<file path="config.mk">
export PLATFORM = sky130hd
export DESIGN_NAME = kpd_record
export DESIGN_NICKNAME = d
export VERILOG_FILES = /design/src/kpd_pkg.sv /design/src/kpd_record.sv
export SDC_FILE = /design/constraint.sdc
export NUM_CORES = 1
export LEC_CHECK = 0
export ABC_AREA = 1
export ABC_CLOCK_PERIOD_IN_PS = 22400
export CAP_MARGIN = 20
export CORE_AREA = 5 5 191 193
export CTS_BUF_LIST = sky130_fd_sc_hd__clkbuf_8
export DETAILED_ROUTE_END_ITERATION = 7
export DIE_AREA = 0 0 196 198
export DONT_BUFFER_PORTS = 1
export PLACE_DENSITY = 0.75
export SLEW_MARGIN = 15
export SYNTH_ARGS = -nofsm -noshare
export SYNTH_HDL_FRONTEND = slang
export SYNTH_SLANG_ARGS = --single-unit
</file>
<file path="constraint.sdc">
create_clock -name aclk -period 22.4 [get_ports aclk]
set_clock_uncertainty 0.1 [all_clocks]
set_input_delay 4.48 -clock aclk [delete_from_list [all_inputs] [get_ports aclk]]
set_output_delay 4.48 -clock aclk [all_outputs]
set_load 0.01 [all_outputs]
</file>
<file path="src/kpd_pkg.sv">
`timescale 1ns / 1ps
// ----------------------------------------------------------------------------
// kpd_pkg
// Shared widths, strides, register indexes and beat types of the keypoint
// proposal decoder.
// ----------------------------------------------------------------------------
package kpd_pkg;

    // Field widths
    localparam int DATA_W       = 16;  // Q8.8 tensor values and Q12.4 corners
    localparam int NET_W        = 11;  // net_width / net_height
    localparam int SCALE_W      = 16;  // inv_scale, unsigned Q4.12
    localparam int COLOR_CNT_W  = 4;
    localparam int CLASS_CNT_W  = 5;
    localparam int COLOR_SLOT_W = 3;
    localparam int CLASS_SLOT_W = 4;
    localparam int ANCHOR_W     = 15;
    localparam int POS_W        = 6;   // element position inside a record
    localparam int LEN_W        = POS_W + 1;
    localparam int CFG_IDX_W    = 3;
    localparam int CORNERS      = 4;

    // Grid walk: a column can reach net_width / 8 - 1 at stride eight
    localparam int GRID_W   = NET_W;
    localparam int STRIDE_W = 9;
    localparam int EDGE_W   = NET_W + 1;
    localparam int LEVELS   = 3;
    localparam int LEVEL_W  = 2;

    // Fixed settings of the head
    localparam int APEX_COUNT_DEF = 4;
    localparam int MAX_COLORS     = 8;
    localparam int MAX_CLASSES    = 16;
    localparam int STRIDE_SMALL   = 8;
    localparam int STRIDE_MID     = 16;
    localparam int STRIDE_LARGE   = 32;

    // Result beat: corners, class, color, confidence, anchor, byte padding
    localparam int OUT_BITS   = 2 * CORNERS * DATA_W + CLASS_SLOT_W + COLOR_SLOT_W
                                + DATA_W + ANCHOR_W;
    localparam int OUT_TDATA_W = ((OUT_BITS + 7) / 8) * 8;

    // Configuration register indexes
    typedef enum logic [CFG_IDX_W-1:0] {
        REG_SCORE_THRESHOLD = 3'd0,
        REG_NET_WIDTH       = 3'd1,
        REG_NET_HEIGHT      = 3'd2,
        REG_INV_SCALE_X     = 3'd3,
        REG_INV_SCALE_Y     = 3'd4,
        REG_COLOR_COUNT     = 3'd5,
        REG_CLASS_COUNT     = 3'd6
    } cfg_reg_t;

    typedef struct packed {
        logic [DATA_W-1:0]      score_threshold;   // signed Q8.8
        logic [NET_W-1:0]       net_width;
        logic [NET_W-1:0]       net_height;
        logic [SCALE_W-1:0]     inv_scale_x;
        logic [SCALE_W-1:0]     inv_scale_y;
        logic [COLOR_CNT_W-1:0] color_count;
        logic [CLASS_CNT_W-1:0] class_count;
    } cfg_t;

    // One finished anchor, handed from the record walker to the scaler
    typedef struct packed {
        logic [GRID_W-1:0]       grid_x;
        logic [GRID_W-1:0]       grid_y;
        logic [STRIDE_W-1:0]     stride;
        logic [DATA_W-1:0]       box;          // signed
        logic [DATA_W-1:0]       class_score;  // signed
        logic [DATA_W-1:0]       color_score;  // signed
        logic [CLASS_SLOT_W-1:0] class_slot;
        logic [COLOR_SLOT_W-1:0] color_slot;
        logic [ANCHOR_W-1:0]     anchor;
    } launch_t;

    // Stride of a level
    function automatic logic [STRIDE_W-1:0] stride_of(input logic [LEVEL_W-1:0] level);
        logic [STRIDE_W-1:0] s;
        case (level)
            2'd1:    s = STRIDE_W'(STRIDE_MID);
            2'd2:    s = STRIDE_W'(STRIDE_LARGE);
            default: s = STRIDE_W'(STRIDE_SMALL);
        endcase
        return s;
    endfunction

    // Lowest non-empty level, level 0 when all are empty
    function automatic logic [LEVEL_W-1:0] first_level(input logic [LEVELS-1:0] empty);
        logic [LEVEL_W-1:0] lvl;
        lvl = '0;
        for (int k = LEVELS - 1; k >= 0; k--) begin
            if (!empty[k]) begin
                lvl = LEVEL_W'(k);
            end
        end
        return lvl;
    endfunction

endpackage

</file>
<file path="src/kpd_record.sv">
`timescale 1ns / 1ps
// ----------------------------------------------------------------------------
// kpd_record
// Walks the anchor grid, places each tensor beat in its record, keeps the
// keypoint offsets and running argmax scores, and registers a finished
// anchor that passes the box threshold into the launch register.
// ----------------------------------------------------------------------------
module kpd_record #(
    parameter int APEX_COUNT = kpd_pkg::APEX_COUNT_DEF
) (
    input  logic                          aclk,
    input  logic                          aresetn,
    input  kpd_pkg::cfg_t                 cfg,
    input  logic                          in_valid,
    output logic                          in_ready,
    input  logic signed [kpd_pkg::DATA_W-1:0] in_value,
    input  logic                          in_start,
    output logic                          launch_valid,
    input  logic                          launch_ready,
    output kpd_pkg::launch_t              launch,
    output logic signed [kpd_pkg::DATA_W-1:0] launch_kp [2*APEX_COUNT]
);
    import kpd_pkg::*;

    localparam int KP_LEN   = 2 * APEX_COUNT;
    localparam int KP_IDX_W = $clog2(KP_LEN);

    // Walk state
    logic [POS_W-1:0]    pos_reg,      pos_next;
    logic [GRID_W-1:0]   col_reg,      col_next;
    logic [GRID_W-1:0]   row_reg,      row_next;
    logic [LEVEL_W-1:0]  level_reg,    level_next;
    logic [ANCHOR_W-1:0] anchor_reg,   anchor_next;
    logic [EDGE_W-1:0]   col_edge_reg, col_edge_next;  // (col + 2) * stride
    logic [EDGE_W-1:0]   row_edge_reg, row_edge_next;  // (row + 2) * stride

    // Record contents
    logic signed [DATA_W-1:0] kp_reg [KP_LEN];
    logic signed [DATA_W-1:0] box_reg;
    logic signed [DATA_W-1:0] color_best_reg, color_best_next;
    logic [COLOR_SLOT_W-1:0]  color_slot_reg, color_slot_next;
    logic signed [DATA_W-1:0] class_best_reg, class_best_next;
    logic [CLASS_SLOT_W-1:0]  class_slot_reg, class_slot_next;

    // Launch register
    logic                     lvalid_reg, lvalid_next;
    launch_t                  launch_reg;
    logic signed [DATA_W-1:0] lkp_reg [KP_LEN];

    // Beat decode
    logic                    accept;
    logic [LEVELS-1:0]       empty;
    logic [LEVEL_W-1:0]      lvl_first;
    logic [POS_W-1:0]        eff_pos;
    logic [GRID_W-1:0]       eff_col, eff_row;
    logic [LEVEL_W-1:0]      eff_level;
    logic [ANCHOR_W-1:0]     eff_anchor;
    logic [EDGE_W-1:0]       eff_col_edge, eff_row_edge;
    logic [STRIDE_W-1:0]     s_cur, s_new;
    logic [COLOR_CNT_W-1:0]  nc;
    logic [CLASS_CNT_W-1:0]  nk;
    logic [LEN_W-1:0]        p7, color_end, rec_len, slot_j;
    logic                    kp_we, box_we, last, emit;
    logic [LEVEL_W-1:0]      lvl_after;
    logic                    lvl_found;

    assign accept   = in_valid && in_ready;
    assign in_ready = !lvalid_reg || launch_ready;

    // Level occupancy from the current net size
    always_comb begin
        for (int l = 0; l < LEVELS; l++) begin
            empty[l] = (NET_W'(stride_of(LEVEL_W'(l))) > cfg.net_width) ||
                       (NET_W'(stride_of(LEVEL_W'(l))) > cfg.net_height);
        end
    end
    assign lvl_first = first_level(empty);

    // Counts clamped to the supported range
    always_comb begin
        if (cfg.color_count == '0) begin
            nc = COLOR_CNT_W'(1);
        end else if (cfg.color_count > COLOR_CNT_W'(MAX_COLORS)) begin
            nc = COLOR_CNT_W'(MAX_COLORS);
        end else begin
            nc = cfg.color_count;
        end
        if (cfg.class_count == '0) begin
            nk = CLASS_CNT_W'(1);
        end else if (cfg.class_count > CLASS_CNT_W'(MAX_CLASSES)) begin
            nk = CLASS_CNT_W'(MAX_CLASSES);
        end else begin
            nk = cfg.class_count;
        end
    end

    // Frame start restarts the walk at this beat
    always_comb begin
        if (in_start) begin
            eff_pos      = '0;
            eff_col      = '0;
            eff_row      = '0;
            eff_level    = lvl_first;
            eff_anchor   = '0;
            eff_col_edge = EDGE_W'({stride_of(lvl_first), 1'b0});
            eff_row_edge = EDGE_W'({stride_of(lvl_first), 1'b0});
        end else begin
            eff_pos      = pos_reg;
            eff_col      = col_reg;
            eff_row      = row_reg;
            eff_level    = level_reg;
            eff_anchor   = anchor_reg;
            eff_col_edge = col_edge_reg;
            eff_row_edge = row_edge_reg;
        end
    end

    assign s_cur     = stride_of(eff_level);
    assign p7        = LEN_W'(eff_pos);
    assign color_end = LEN_W'(KP_LEN + 1) + LEN_W'(nc);
    assign rec_len   = color_end + LEN_W'(nk);
    assign last      = (p7 + LEN_W'(1)) >= rec_len;
    assign kp_we     = p7 < LEN_W'(KP_LEN);
    assign box_we    = p7 == LEN_W'(KP_LEN);
    assign emit      = accept && last && (box_reg >= $signed(cfg.score_threshold));

    // Running argmax, the first slot wins a tie
    always_comb begin
        color_best_next = color_best_reg;
        color_slot_next = color_slot_reg;
        class_best_next = class_best_reg;
        class_slot_next = class_slot_reg;
        slot_j          = '0;
        if (kp_we) begin
            slot_j = '0;
        end else if (box_we) begin
            color_best_next = {1'b1, {(DATA_W-1){1'b0}}};
            class_best_next = {1'b1, {(DATA_W-1){1'b0}}};
            color_slot_next = '0;
            class_slot_next = '0;
        end else if (p7 < color_end) begin
            slot_j = p7 - LEN_W'(KP_LEN + 1);
            if (slot_j == '0 || in_value > color_best_reg) begin
                color_best_next = in_value;
                color_slot_next = slot_j[COLOR_SLOT_W-1:0];
            end
        end else begin
            slot_j = p7 - color_end;
            if (slot_j == '0 || in_value > class_best_reg) begin
                class_best_next = in_value;
                class_slot_next = slot_j[CLASS_SLOT_W-1:0];
            end
        end
    end

    // Level after the current one; wrap when none is left
    always_comb begin
        lvl_after = lvl_first;
        lvl_found = 1'b0;
        for (int k = LEVELS - 1; k >= 0; k--) begin
            if (LEVEL_W'(k) > eff_level && !empty[k]) begin
                lvl_after = LEVEL_W'(k);
                lvl_found = 1'b1;
            end
        end
    end
    assign s_new = stride_of(lvl_after);

    // Grid advance at the end of a record
    always_comb begin
        pos_next      = eff_pos + POS_W'(1);
        col_next      = eff_col;
        row_next      = eff_row;
        level_next    = eff_level;
        anchor_next   = eff_anchor;
        col_edge_next = eff_col_edge;
        row_edge_next = eff_row_edge;
        if (last) begin
            pos_next    = '0;
            anchor_next = eff_anchor + ANCHOR_W'(1);
            if (eff_col_edge > EDGE_W'(cfg.net_width)) begin
                col_next      = '0;
                col_edge_next = EDGE_W'({s_cur, 1'b0});
                if (eff_row_edge > EDGE_W'(cfg.net_height)) begin
                    row_next      = '0;
                    level_next    = lvl_after;
                    col_edge_next = EDGE_W'({s_new, 1'b0});
                    row_edge_next = EDGE_W'({s_new, 1'b0});
                    if (!lvl_found) begin
                        anchor_next = '0;
                    end
                end else begin
                    row_next      = eff_row + GRID_W'(1);
                    row_edge_next = eff_row_edge + EDGE_W'(s_cur);
                end
            end else begin
                col_next      = eff_col + GRID_W'(1);
                col_edge_next = eff_col_edge + EDGE_W'(s_cur);
            end
        end
    end

    assign lvalid_next = emit ? 1'b1 : (launch_ready ? 1'b0 : lvalid_reg);

    // Control state
    always_ff @(posedge aclk) begin
        if (!aresetn) begin
            pos_reg        <= '0;
            col_reg        <= '0;
            row_reg        <= '0;
            level_reg      <= '0;
            anchor_reg     <= '0;
            col_edge_reg   <= EDGE_W'(2 * STRIDE_SMALL);
            row_edge_reg   <= EDGE_W'(2 * STRIDE_SMALL);
            color_slot_reg <= '0;
            class_slot_reg <= '0;
            lvalid_reg     <= 1'b0;
        end else begin
            lvalid_reg <= lvalid_next;
            if (accept) begin
                pos_reg        <= pos_next;
                col_reg        <= col_next;
                row_reg        <= row_next;
                level_reg      <= level_next;
                anchor_reg     <= anchor_next;
                col_edge_reg   <= col_edge_next;
                row_edge_reg   <= row_edge_next;
                color_slot_reg <= color_slot_next;
                class_slot_reg <= class_slot_next;
            end
        end
    end

    // Record payload
    always_ff @(posedge aclk) begin
        if (accept) begin
            if (kp_we) begin
                kp_reg[KP_IDX_W'(eff_pos)] <= in_value;
            end
            if (box_we) begin
                box_reg <= in_value;
            end
            color_best_reg <= color_best_next;
            class_best_reg <= class_best_next;
        end
    end

    // Launch payload
    always_ff @(posedge aclk) begin
        if (emit) begin
            launch_reg.grid_x      <= eff_col;
            launch_reg.grid_y      <= eff_row;
            launch_reg.stride      <= s_cur;
            launch_reg.box         <= box_reg;
            launch_reg.class_score <= class_best_next;
            launch_reg.color_score <= color_best_next;
            launch_reg.class_slot  <= class_slot_next;
            launch_reg.color_slot  <= color_slot_next;
            launch_reg.anchor      <= eff_anchor;
            lkp_reg                <= kp_reg;
        end
    end

    assign launch_valid = lvalid_reg;
    assign launch       = launch_reg;
    assign launch_kp    = lkp_reg;

endmodule

</file>
======== Word level (Yosys, flattened, before mapping) ========
Cells that the tools add are included.
storage, ports and cells
  bits in registers ....................... 482
  logic and storage cells ................. 165
  output and inout port bits .............. 231
  input port bits ......................... 100
operators by class
  equality and inequality tests ........... 7
  muxes and demuxes ....................... 63
  add/subtract/negate cells ............... 11
  bitwise logic cells ..................... 1
  reduce and logical (&&, ||, !) cells .... 24
  magnitude comparators ................... 21
operator list
  kind                   count
  $mux 16                9
  $bwmux 128             1
  $mux 12                7
  $mux 11                7
  $mux 15                5
  $demux 16 s3           1
  $pmux 6 s2             3
  $gt 16x16->1           2
  $add 12x9->12          2
  $gt 12x11->1           2
  $mux 4                 6
  $add 11x1->11 const B  2
  $gt 4x11->1 const A    2
  $gt 5x11->1 const A    2
  $gt 6x11->1 const A    2
  $mux 2                 10
  $ge 16x16->1           1
  $add 15x1->15 const B  1
  $logic_not 7->1        2
  $mux 3                 4
  $mux 6                 2
  $mux 10                1
  $mux 5                 2
  $add 6x1->7 const B    1
  other kinds (26)       50

======== Depth between registers and ports, before layout ========
Gate-level depths: netlist (run 1).
  word-level depth ........................ 16
  gate-level depth with buffers ........... 23
  depth with buffers taken out ............ 22

======== Worst setup path before layout (run 1) ========
No wires, ideal clock.
  path type ............................... input port to flip-flop
  start point ............................. input port cfg[7] (netlist bit)
  end point ............................... register launch_reg (netlist bit launch[0]), enable pin
  library setup time ...................... 0.575 ns
  arrival time ............................ 11.205 ns
  path buffers ............................ 1
  required time ........................... 21.725 ns
  cell stages on the path ................. 19
  setup slack ............................. 10.520 ns
  path through ............................ inv_1 -> a21oi_1 -> nor2_1 -> ha_1 -> ha_1 -> ha_1 -> xor2_1 -> ha_1 -> nand2_1 -> o21ai_0 -> nand3_1 -> nand2_1 -> nand2_1 -> nand2_2 -> buf_6 -> nand2_1 -> inv_1 -> nand2_1 -> inv_1
on the way
  cells in the longest elaborated chain, start to end .. 8
  elaborated cells between the ends (all ways) .. 9
  those cells by class .................... add/sub (2); order compare (2); mux (2); reduce/logical (3)
RTL lines
  what                                line               source
  start: declaration                  kpd_record.sv:13   input kpd_pkg::cfg_t cfg,
  $gt 4x4->1                          kpd_record.sv:83   end else if (cfg.color_count > COLOR_CNT_W'(MAX_COLORS)) begin
  $mux 4                              kpd_record.sv:83
  $mux 4 (*)                          kpd_record.sv:81   if (cfg.color_count == '0) begin
  $add 4x4->5 (*)                     kpd_record.sv:120  assign color_end = LEN_W'(KP_LEN + 1) + LEN_W'(nc);
  $add 5x5->6 (*)                     kpd_record.sv:121  assign rec_len = color_end + LEN_W'(nk);
  $ge 7x6->1 (*)                      kpd_record.sv:122  assign last = (p7 + LEN_W'(1)) >= rec_len;
  $logic_and 1x1->1 (*) (2 in a row)  kpd_record.sv:125  assign emit = accept && last && (box_reg >= $signed(cfg.score_threshold));
  named net emit                      kpd_record.sv:63   logic kp_we, box_we, last, emit;
  end: declaration                    kpd_record.sv:47   launch_t launch_reg;
Mark *: on every way through the listed nets, which the timed path passes. The rest lies on a longest branch.
A chain may end at the register's enable or synchronous reset.

======== Worst setup path in the final report (run 1) ========
  start point ............................. input port cfg[7] (netlist bit)
  end point ............................... register lkp_reg (netlist bit launch_kp[41]), enable pin
on the way
  cells in the longest elaborated chain, start to end .. 8
  elaborated cells between the ends (all ways) .. 9
  those cells by class .................... add/sub (2); order compare (2); mux (2); reduce/logical (3)
RTL lines
  what                                line               source
  $gt 4x4->1                          kpd_record.sv:83
  $mux 4                              kpd_record.sv:83
  $mux 4 (*)                          kpd_record.sv:81
  $add 4x4->5 (*)                     kpd_record.sv:120
  $add 5x5->6 (*)                     kpd_record.sv:121
  $ge 7x6->1 (*)                      kpd_record.sv:122
  $logic_and 1x1->1 (*) (2 in a row)  kpd_record.sv:125
  named net emit                      kpd_record.sv:63
  end signal: assignment              kpd_record.sv:260  lkp_reg <= kp_reg;
  end: declaration                    kpd_record.sv:48   logic signed [DATA_W-1:0] lkp_reg [KP_LEN];
Marks and branches as above.

==> reports/qor.yml, run 1 <==
seq_area_frac_synth: 0.659
grt_usage: 0.233
synth.area.mux_share: 0
fin_crit_sh: 0.425
numPortBuffers: 0
drtIter0Drc: 973
grt_pass1_wl_mm: 71.2
cts.path.max_buffers: 3
synth-edff-count: 399
ys_ff_latch: 476
viasPerCell: 5.66
drtPass1Iterations: 5
rsz0062_at_grt: "no"
min_period_ns: 9.53
ys_dominant_reg_cell: "edfxtp_1"
crit_arrival_ns: 9.63
crit_fanout: 141
p_leak_nw: 8.74
yosysWarningCount: 0
ir_drop_mv: 0.0625
vias: 13200
end_kind: "flop"
power.density_mw_per_mm2: 79.8
worst_pin_slew_ns: 1.16
fill_cells: 2462
post_drt_wl_per_cell_um: 20.1
synth_top_cell_by_area: "edfxtp_1"
tns_ns: 0
area_growth_pct: 8.85
ios: 331
cts_tree: "yes"
cp_common_cell: "nand2_1"
fin_ws_ns: 12.87
startpoint_type: "input pin"
synthAdderAreaFrac: 0.0692
max_freq_ghz: 0.105
antenna_cells: 0
setup_viol: 0
grt_max_degree: 142
final_max_slew_viol_count: 0
dieArea_sq_mm: 0.0388
grt_antenna_before_repair: 0
syn_area_sq_mm: 0.0205
gp_congestion: 0.875
holdBufCountCts: 0
core_area_sq_mm: 0.0344
htreeDepth: 3
cts_resized: 0
cts-root-buf: "clkbuf_8"
synth.distinct_cells: 47
layout-drive-gt1-share: 0.0802
status: "finished, final reports clean"
synthArstFlopShare: 0
crit_chain: "inv_1, a21oi_1, nor2_1, ha_1, ha_1, ha_1, xor2_1, ha_1, nand2_1, o21ai_0, nand3_1, nand2_1, nand2_1, nand2_2, nand2_1, inv_1, nand2_1, inv_8, buf_4"
slowest_stage: "buf_4"
synth_xor_area_frac: 0.00940
clk_pin_slew_ns: 0.06
synth_top_family_by_area: "simple AND/OR/NAND/NOR gates"
synth_cells: 1783
hold_class: "reg2reg"
cp.required_ns: 22.50
path_class: "in2reg"
synth_compound_area_frac: 0.0709
dpl.hpwl_mm: 30.8
cts_made_buffers: 76
drc: 0
nNetsFinal: 2033
numClockSinks: 476
overflow: 0
syn_area_per_cell_sq_um: 11.5
yosys.area.top_type_share: 0.584
die_w_um: 196
yosys.area_share.simple: 0.129
relSlewSlack: 0.228
insertion_delay_ns: 0.59
dp_worst_setup_slack_ns: 12.31
crit_buf_inv: 4
drtAntennaViolNets: 0
rows: 68
grt_pass1_vias: 12800
hold_viol: 0
power_mw: 1.78
cpPeakStageDelay_ns: 0.96
drv_cap: 0
fp.dieH_um: 198
start_util: 0.597
wl_mm: 47.0
cpLargestDelayFamily: "buffers and inverters"
postCtsSetupBuffers: 0
synthTopCellsByArea: "edfxtp_1 58%, dfxtp_1 7.5%, ha_1 6.5%, nand2_1 5.1%, inv_1 4.3%"
kinds of logic (layout without fill, tap and decap cells):
kind of cell | Yosys count | count (layout)
and+or+nand+nor | 597 | 597
DFF | 476 | 476
other | 2 | 10
AOI/OAI and AO/OA | 271 | 271
adders and majority gates | 111 | 111
buffers and inverters | 304 | 396
xor gates and xnor gates | 22 | 22
placed cells by master (no fill, tap or decap), types with 5 or more instances in the layout:
cell type    n
nor3_2       8
inv_2        8
conb_1      10
o211ai_1     6
clkbuf_8    80
nand3b_1     6
nand3_1    110
o21ai_1     20
dfxtp_1     77
nand2_2     11
nor2_4       5
nor2_1     132
edfxtp_1   399
inv_1      267
clkinv_1    18
a21o_1       6
o21ai_0     86
nor2_2       9
nand2_1    275
nor3_1      12
nand4_1     19
buf_4       11
xor2_1      20
ha_1       107
o22ai_1     31
a21oi_1    111
power breakdown:
| part | internal, mW | total (mW) | switching, mW |
|---|---|---|---|
| Combinational | 0.0297 | 0.0998 | 0.0701 |
| Clock | 0.357 | 0.689 | 0.332 |
| Sequential | 0.978 | 0.992 | 0.0131 |
final timing paths:
path / start / endpoint / slack [ns] / cells after the start
max: cfg[7] / launch_kp[41] / 12.87 / 19
min: kp_reg[112] / launch_kp[112] / 0.31 / 0
max reg2reg: pos_reg[0] / launch_kp[41] / 16.76 / 16
min reg2reg: kp_reg[112] / launch_kp[112] / 0.31 / 0
worst reg2reg max path, delay by kind of cell (launching register included):
family / cells / cell delay, ns
buf+inv: 5 / 2.23
simple gates: 8 / 1.64
flops: 1 / 0.38
compound gates: 1 / 0.15
fa+ha+maj: 2 / 0.70
synth_stat cells (5+ instances only):
library cell	count
buf_6	8
inv_1	236
nor3_2	5
a21oi_1	111
xor2_1	20
buf_4	12
edfxtp_1	399
clkbuf_1	26
dfxtp_1	77
o211ai_1	6
nand4_1	19
nand2_2	10
nand2_1	276
o21ai_0	86
nor2_4	5
o22ai_1	31
nand3_1	110
nand3b_1	6
inv_2	8
a21o_1	6
nor3_1	15
o21ai_1	20
nor2_1	138
ha_1	107
buf_2	9
layer usage:
metal | vias to the layer above | track usage | wire length (um)
met5 | - | 0 | 0
met4 | 0 | 0.0649 | 797
met3 | 62 | 0.0568 | 3900
met2 | 547 | 0.405 | 23700
met1 | 6397 | 0.296 | 18700
li1 | 6232 | - | -
area by class of cell:
type	count	area (sq um)	area share
clock buffer	80	1100	0.0493
clock inverter	59	314	0.0141
inverter	245	935	0.0419
multi-input combinational	1011	5780	0.259
sequential	476	13500	0.606
tap	455	569	0.0255
timing repair buffer	12	97.6	0.00437
stage by stage:
stage	instance area, sq um	util	std cells	hold WS (ns)
floorplan	20500	-	1791	0.300
global placement	20900	0.608	2198	0.300
detailed placement	20900	0.608	2199	0.305
CTS	22300	0.649	2338	0.312
global route	22300	0.649	2338	0.316
finish	22300	0.649	2338	0.310
Note: power is estimated with default switching activity, not from simulation.
==> inputs of run 2 (changes only) <==
- ABC_CLOCK_PERIOD_IN_PS: 22400 -> 8200
- PLACE_DENSITY: 0.75 -> 0.78
- clock period: 22.4 -> 8.2 ns (I/O delays scaled with it)
==> run 2 against run 1 <==
Power grew to 2.7 times the previous value. Final cell count stayed put. Combinational power increased to 2.8 times the previous value. Critical path type unchanged.
==> reports/qor.yml, run 2 (synthesis gave the netlist of run 1 again) <==
status: "finished, final reports clean"
postCtsSetupBuffers: 0
crit_chain: "inv_1, a21oi_1, nor2_1, ha_1, ha_1, ha_1, xor2_1, ha_1, nand2_1, o21ai_0, nand3_1, nand2_1, nand2_1, nand2_2, nand2_1, inv_1, nand2_1, clkinvlp_4, buf_12, buf_4"
layout_commonest_cell: "edfxtp_1"
core_area_sq_mm: 0.0344
grt_antenna_before_repair: 0
fin_area_sq_mm: 0.0223
whs_ns: 0.306
cts_resized: 0
rows: 68
grt_pass1_wl_mm: 74.4
cpPeakStageDelay_ns: 0.68
worst_pin_slew_ns: 1.12
htreeDepth: 3
start_util: 0.597
post_drt_wl_per_cell_um: 20.7
final_max_slew_viol_count: 0
startpoint_type: "input pin"
insertion_delay_ns: 0.64
placed_area_sq_mm: 0.0209
grt_pass1_vias: 13300
numPortBuffers: 0
fin_crit_sh: 0.694
crit_arrival_ns: 5.84
area_growth_pct: 8.88
crit_fanout: 173
ff2ff_setup_slack_ns: 3.55
drtAntennaViolNets: 0
slowest_stage: "buf_4"
relSlewSlack: 0.252
ir_drop_mv: 0.210
wl_mm: 48.5
max_freq_ghz: 0.176
tns_ns: 0
antenna_cells: 0
cts.path.max_buffers: 3
holdBufCountCts: 0
power_mw: 4.84
drv_cap: 0
ios: 331
drtIter0Drc: 1169
drtPass1Iterations: 5
instances_no_fill: 2338
clk_pin_slew_ns: 0.06
grt_max_degree: 174
min_period_ns: 5.69
cp_common_cell: "nand2_1"
drc: 0
layout-drive-gt1-share: 0.0834
fp.dieH_um: 198
gp_congestion: 0.865
end_kind: "flop"
cts-root-buf: "clkbuf_8"
power.density_mw_per_mm2: 217
p_leak_nw: 8.70
grt_usage: 0.246
rsz0062_at_grt: "no"
viasPerCell: 5.73
die_w_um: 196
nNetsFinal: 2035
hold_viol: 0
hold_class: "reg2reg"
final_cell_mix: "399 x edfxtp_1, 275 x nand2_1, 258 x inv_1"
numClockSinks: 476
dieArea_sq_mm: 0.0388
cts_tree: "yes"
setup_viol: 0
dpl.hpwl_mm: 31.9
vias: 13400
cts_made_buffers: 74
dp_cells: 2202
overflow: 0
path_class: "in2reg"
cp.required_ns: 8.35
==> run 2: changes by cell type in the layout (fill, tap and decap cells not counted), sizes merged <==
cell,before,now
clkbuf,80,75
clkinvlp,1,4
buf,12,16
inv,282,272
clkinv,19,27
==> run 2: routing by layer <==
layer / vias up / wire, um / global-route usage
met4: 0 / 1550 / 0.0967
li1: 6220 / - / -
met2: 655 / 24200 / 0.422
met1: 6435 / 18200 / 0.303
met5: - / 0 / 0
met3: 93 / 4460 / 0.0604
==> run 2: path summary, 6_finish.rpt <==
kind               start             end  cells past startpoint
max               cfg[7]      launch[62]                     20
min          kp_reg[110]  launch_kp[110]                      0
max reg2reg   pos_reg[0]      launch[62]                     17
min reg2reg  kp_reg[110]  launch_kp[110]                      0
==> run 2: critical path, delay by kind of cell <==
family	cells	cell delay [ns]
adder cells (fa/ha/maj)	4	1.21
XOR/XNOR	1	0.17
AND/OR/NAND/NOR	8	0.73
buffers and inverters	5	1.53
AO/OA/AOI/OAI	2	0.30
==> run 2: power breakdown <==
part           internal, mW  switching, mW  leakage [nW]
sequential             2.67         0.0368          4.25
combinational        0.0838          0.197          3.67
clock                 0.930          0.925         0.779
total                  3.69           1.16          8.70
==> run 2: cell type report <==
class	instances	area, sq um
clock buffer	75	1030
clock inverter	60	334
fill	2393	12000
inverter	245	931
multi-input combinational	1011	5790
sequential	476	13500
tap	455	569
timing repair buffer	16	153
==> run 2: through the flow <==
| step | worst slack (ns) | util |
|---|---|---|
| 5_1_grt | 2.28 | 0.650 |
| 3_3_place_gp | 1.96 | 0.609 |
| 2_1_floorplan | 0.272 | - |
| 3_5_place_dp | 1.87 | 0.609 |
| 4_1_cts | 2.53 | 0.649 |
| 6_report | 2.51 | 0.650 |
==> inputs of run 3 (changes only) <==
- ABC_AREA: 1 -> 0
- ABC_CLOCK_PERIOD_IN_PS: 8200 -> 5700
- CORE_AREA: 5 5 191 193 -> 5 5 189 191
- DIE_AREA: 0 0 196 198 -> 0 0 194 196
- PLACE_DENSITY: 0.78 -> 0.75
- clock period: 8.2 -> 5.7 ns (I/O delays scaled with it)
==> run 3 against run 2 <==
Via count shrank 11%. Sequential share of layout area grew 1.1 points. Sequential cell count is the same. Combinational power is 24% higher. Critical path depth is 2 lower. First-iteration DRC count decreased by 21%. Worst setup slack worse by 1.4 ns. Design area fell by 1.8%. Wire length shrank 6.4%. Critical endpoint is now launch_kp[14]. Largest cell class unchanged.
==> reports/qor.yml, run 3 <==
status: "finished, final reports clean"
drv_cap: 0
core_area_sq_mm: 0.0339
seq_area_frac_synth: 0.680
final_max_slew_viol_count: 0
whs_ns: 0.299
end_kind: "flop"
syn_area_per_cell_sq_um: 13.9
synth.distinct_cells: 84
cts_made_buffers: 74
path_class: "in2reg"
whs_path_depth: 0
htreeDepth: 3
start_util: 0.586
rows: 68
rr_worst_depth: 14
synth.cells.most_frequent: "399 x edfxtp_1, 107 x ha_1, 105 x inv_1"
cts_tree: "yes"
drtPass1Iterations: 5
vias: 11900
cts.path.max_buffers: 3
p_leak_nw: 8.12
yosys.area.top_type_share: 0.602
holdCritStartpoint: "kp_reg[44]"
ios: 331
crit_buf_inv: 3
syn_area_sq_mm: 0.0199
grt_antenna_before_repair: 0
min_period_ns: 4.56
synthTopCellsByArea: "edfxtp_1 60%, dfxtp_1 7.7%, ha_1 6.7%, nor2b_1 2.2%, inv_1 2.0%"
cts_resized: 0
gp_congestion: 0.875
dpl.hpwl_mm: 30.9
ys_ff_latch: 476
drtAntennaViolNets: 0
wl_mm: 45.4
clk_pin_slew_ns: 0.06
startpoint_type: "input pin"
synth_top_cell_by_area: "edfxtp_1"
crit_fanout: 38
grt_usage: 0.233
layout_commonest_cell: "edfxtp_1"
postCtsSetupBuffers: 0
viasPerCell: 5.97
grt_max_degree: 88
utilization: 0.646
fill_cells: 2377
yosysMostFrequentCell: "edfxtp_1"
cpPeakStageDelay_ns: 0.37
slowest_stage: "a2111oi_4"
numClockSinks: 476
post_drt_wl_per_cell_um: 22.7
ys_dominant_reg_cell: "edfxtp_1"
drc: 0
synth_cells: 1428
yosysWarningCount: 0
holdBufCountCts: 0
cp.required_ns: 5.86
layout-drive-gt1-share: 0.108
power.density_mw_per_mm2: 309
numPortBuffers: 0
synthArstFlopShare: 0
r2r_start: "pos_reg[1]"
cts-root-buf: "clkbuf_8"
drtIter0Drc: 924
crit_chain: "nor2_4, nor2_1, nor2_1, ha_2, ha_4, ha_4, a21oi_1, o21ai_2, a21o_1, a21oi_1, ha_1, nand3_2, a21oi_4, nor2_4, buf_4, a2111oi_4, buf_12, buf_4"
hold_class: "reg2reg"
grt_pass1_wl_mm: 69.2
dieArea_sq_mm: 0.0380
synth-edff-count: 399
fin_crit_sh: 0.801
crit_arrival_ns: 4.72
grt_pass1_vias: 11800
cpLargestDelayFamily: "compound AO/OA/AOI/OAI gates"
max_freq_ghz: 0.219
fin_ws_ns: 1.14
holdPathEnd: "launch_kp[44]"
final_cell_mix: "399 x edfxtp_1, 133 x inv_1, 104 x ha_1"
dp_worst_setup_slack_ns: 0.548
fin_area_sq_mm: 0.0219
relSlewSlack: 0.300
ir_drop_mv: 0.164
ff2ff_setup_slack_ns: 1.49
area_growth_pct: 10.2
overflow: 0
die_w_um: 194
setup_viol: 0
insertion_delay_ns: 0.62
fp.dieH_um: 196
reg2reg_to: "launch_kp[14]"
worst_pin_slew_ns: 1.05
placed_area_sq_mm: 0.0206
antenna_cells: 0
rsz0062_at_grt: "no"
hold_viol: 0
nNetsFinal: 1694
-- run 3: cell type report --
type,count,area [sq um],area share
tap,455,569,0.0260
multi-input combinational,800,5870,0.268
clock buffer,77,1060,0.0483
clock inverter,58,264,0.0120
sequential,476,13500,0.617
timing repair buffer,26,245,0.0112
inverter,105,394,0.0180
-- run 3: worst max-delay path by stage --
stage | start | to | slack (ns) | depth (start not counted)
CTS | cfg[6] | launch_kp[60] | 1.15 | 18
detailed placement | cfg[6] | launch_kp[60] | 0.55 | 18
floorplan | cfg[6] | launch[0] | -5.51 | 16
global route | cfg[6] | launch_kp[28] | 0.98 | 18
global placement | cfg[2] | launch_kp[78] | 0.66 | 17
finish | cfg[6] | launch_kp[14] | 1.14 | 18
-- run 3: power by group --
| part | switching [mW] | leakage, nW | total [mW] | internal (mW) |
|---|---|---|---|---|
| clock network | 1.28 | 0.788 | 2.55 | 1.27 |
| registers | 0.0456 | 4.34 | 3.88 | 3.83 |
| logic | 0.223 | 3.00 | 0.348 | 0.125 |
| total | 1.55 | 8.12 | 6.78 | 5.23 |
-- run 3: cell families (layout without fill, tap and decap cells) --
| logic type | after synthesis | in the layout | share of synthesized area |
|---|---|---|---|
| muxes | 11 | 11 | 0.00585 |
| AOI/OAI and AO/OA | 275 | 275 | 0.0979 |
| other | 2 | 10 | 0.000378 |
| adders and majority gates | 111 | 111 | 0.0713 |
| DFF | 476 | 476 | 0.680 |
| xor gates and xnor gates | 21 | 21 | 0.00925 |
| and+or+nand+nor | 372 | 372 | 0.102 |
| buffers and inverters | 160 | 266 | 0.0337 |
-- run 3: per-layer routing --
| layer | vias up | GRT usage | wire length (um) |
|---|---|---|---|
| li1 | 5466 | - | - |
| met1 | 5888 | 0.292 | 17600 |
| met2 | 507 | 0.403 | 23100 |
| met3 | 66 | 0.0653 | 3900 |
| met4 | 0 | 0.0638 | 848 |
| met5 | - | 0 | 0 |
-- run 3: stage by stage --
stage / std cells / setup TNS [ns] / power (mW)
floorplan: 1436 / -1234.69 / 4.22
global placement: 1862 / 0 / 4.28
detailed placement: 1862 / 0 / 4.30
CTS: 1997 / 0 / 6.84
global route: 1997 / 0 / 7.06
finish: 1997 / 0 / 6.78
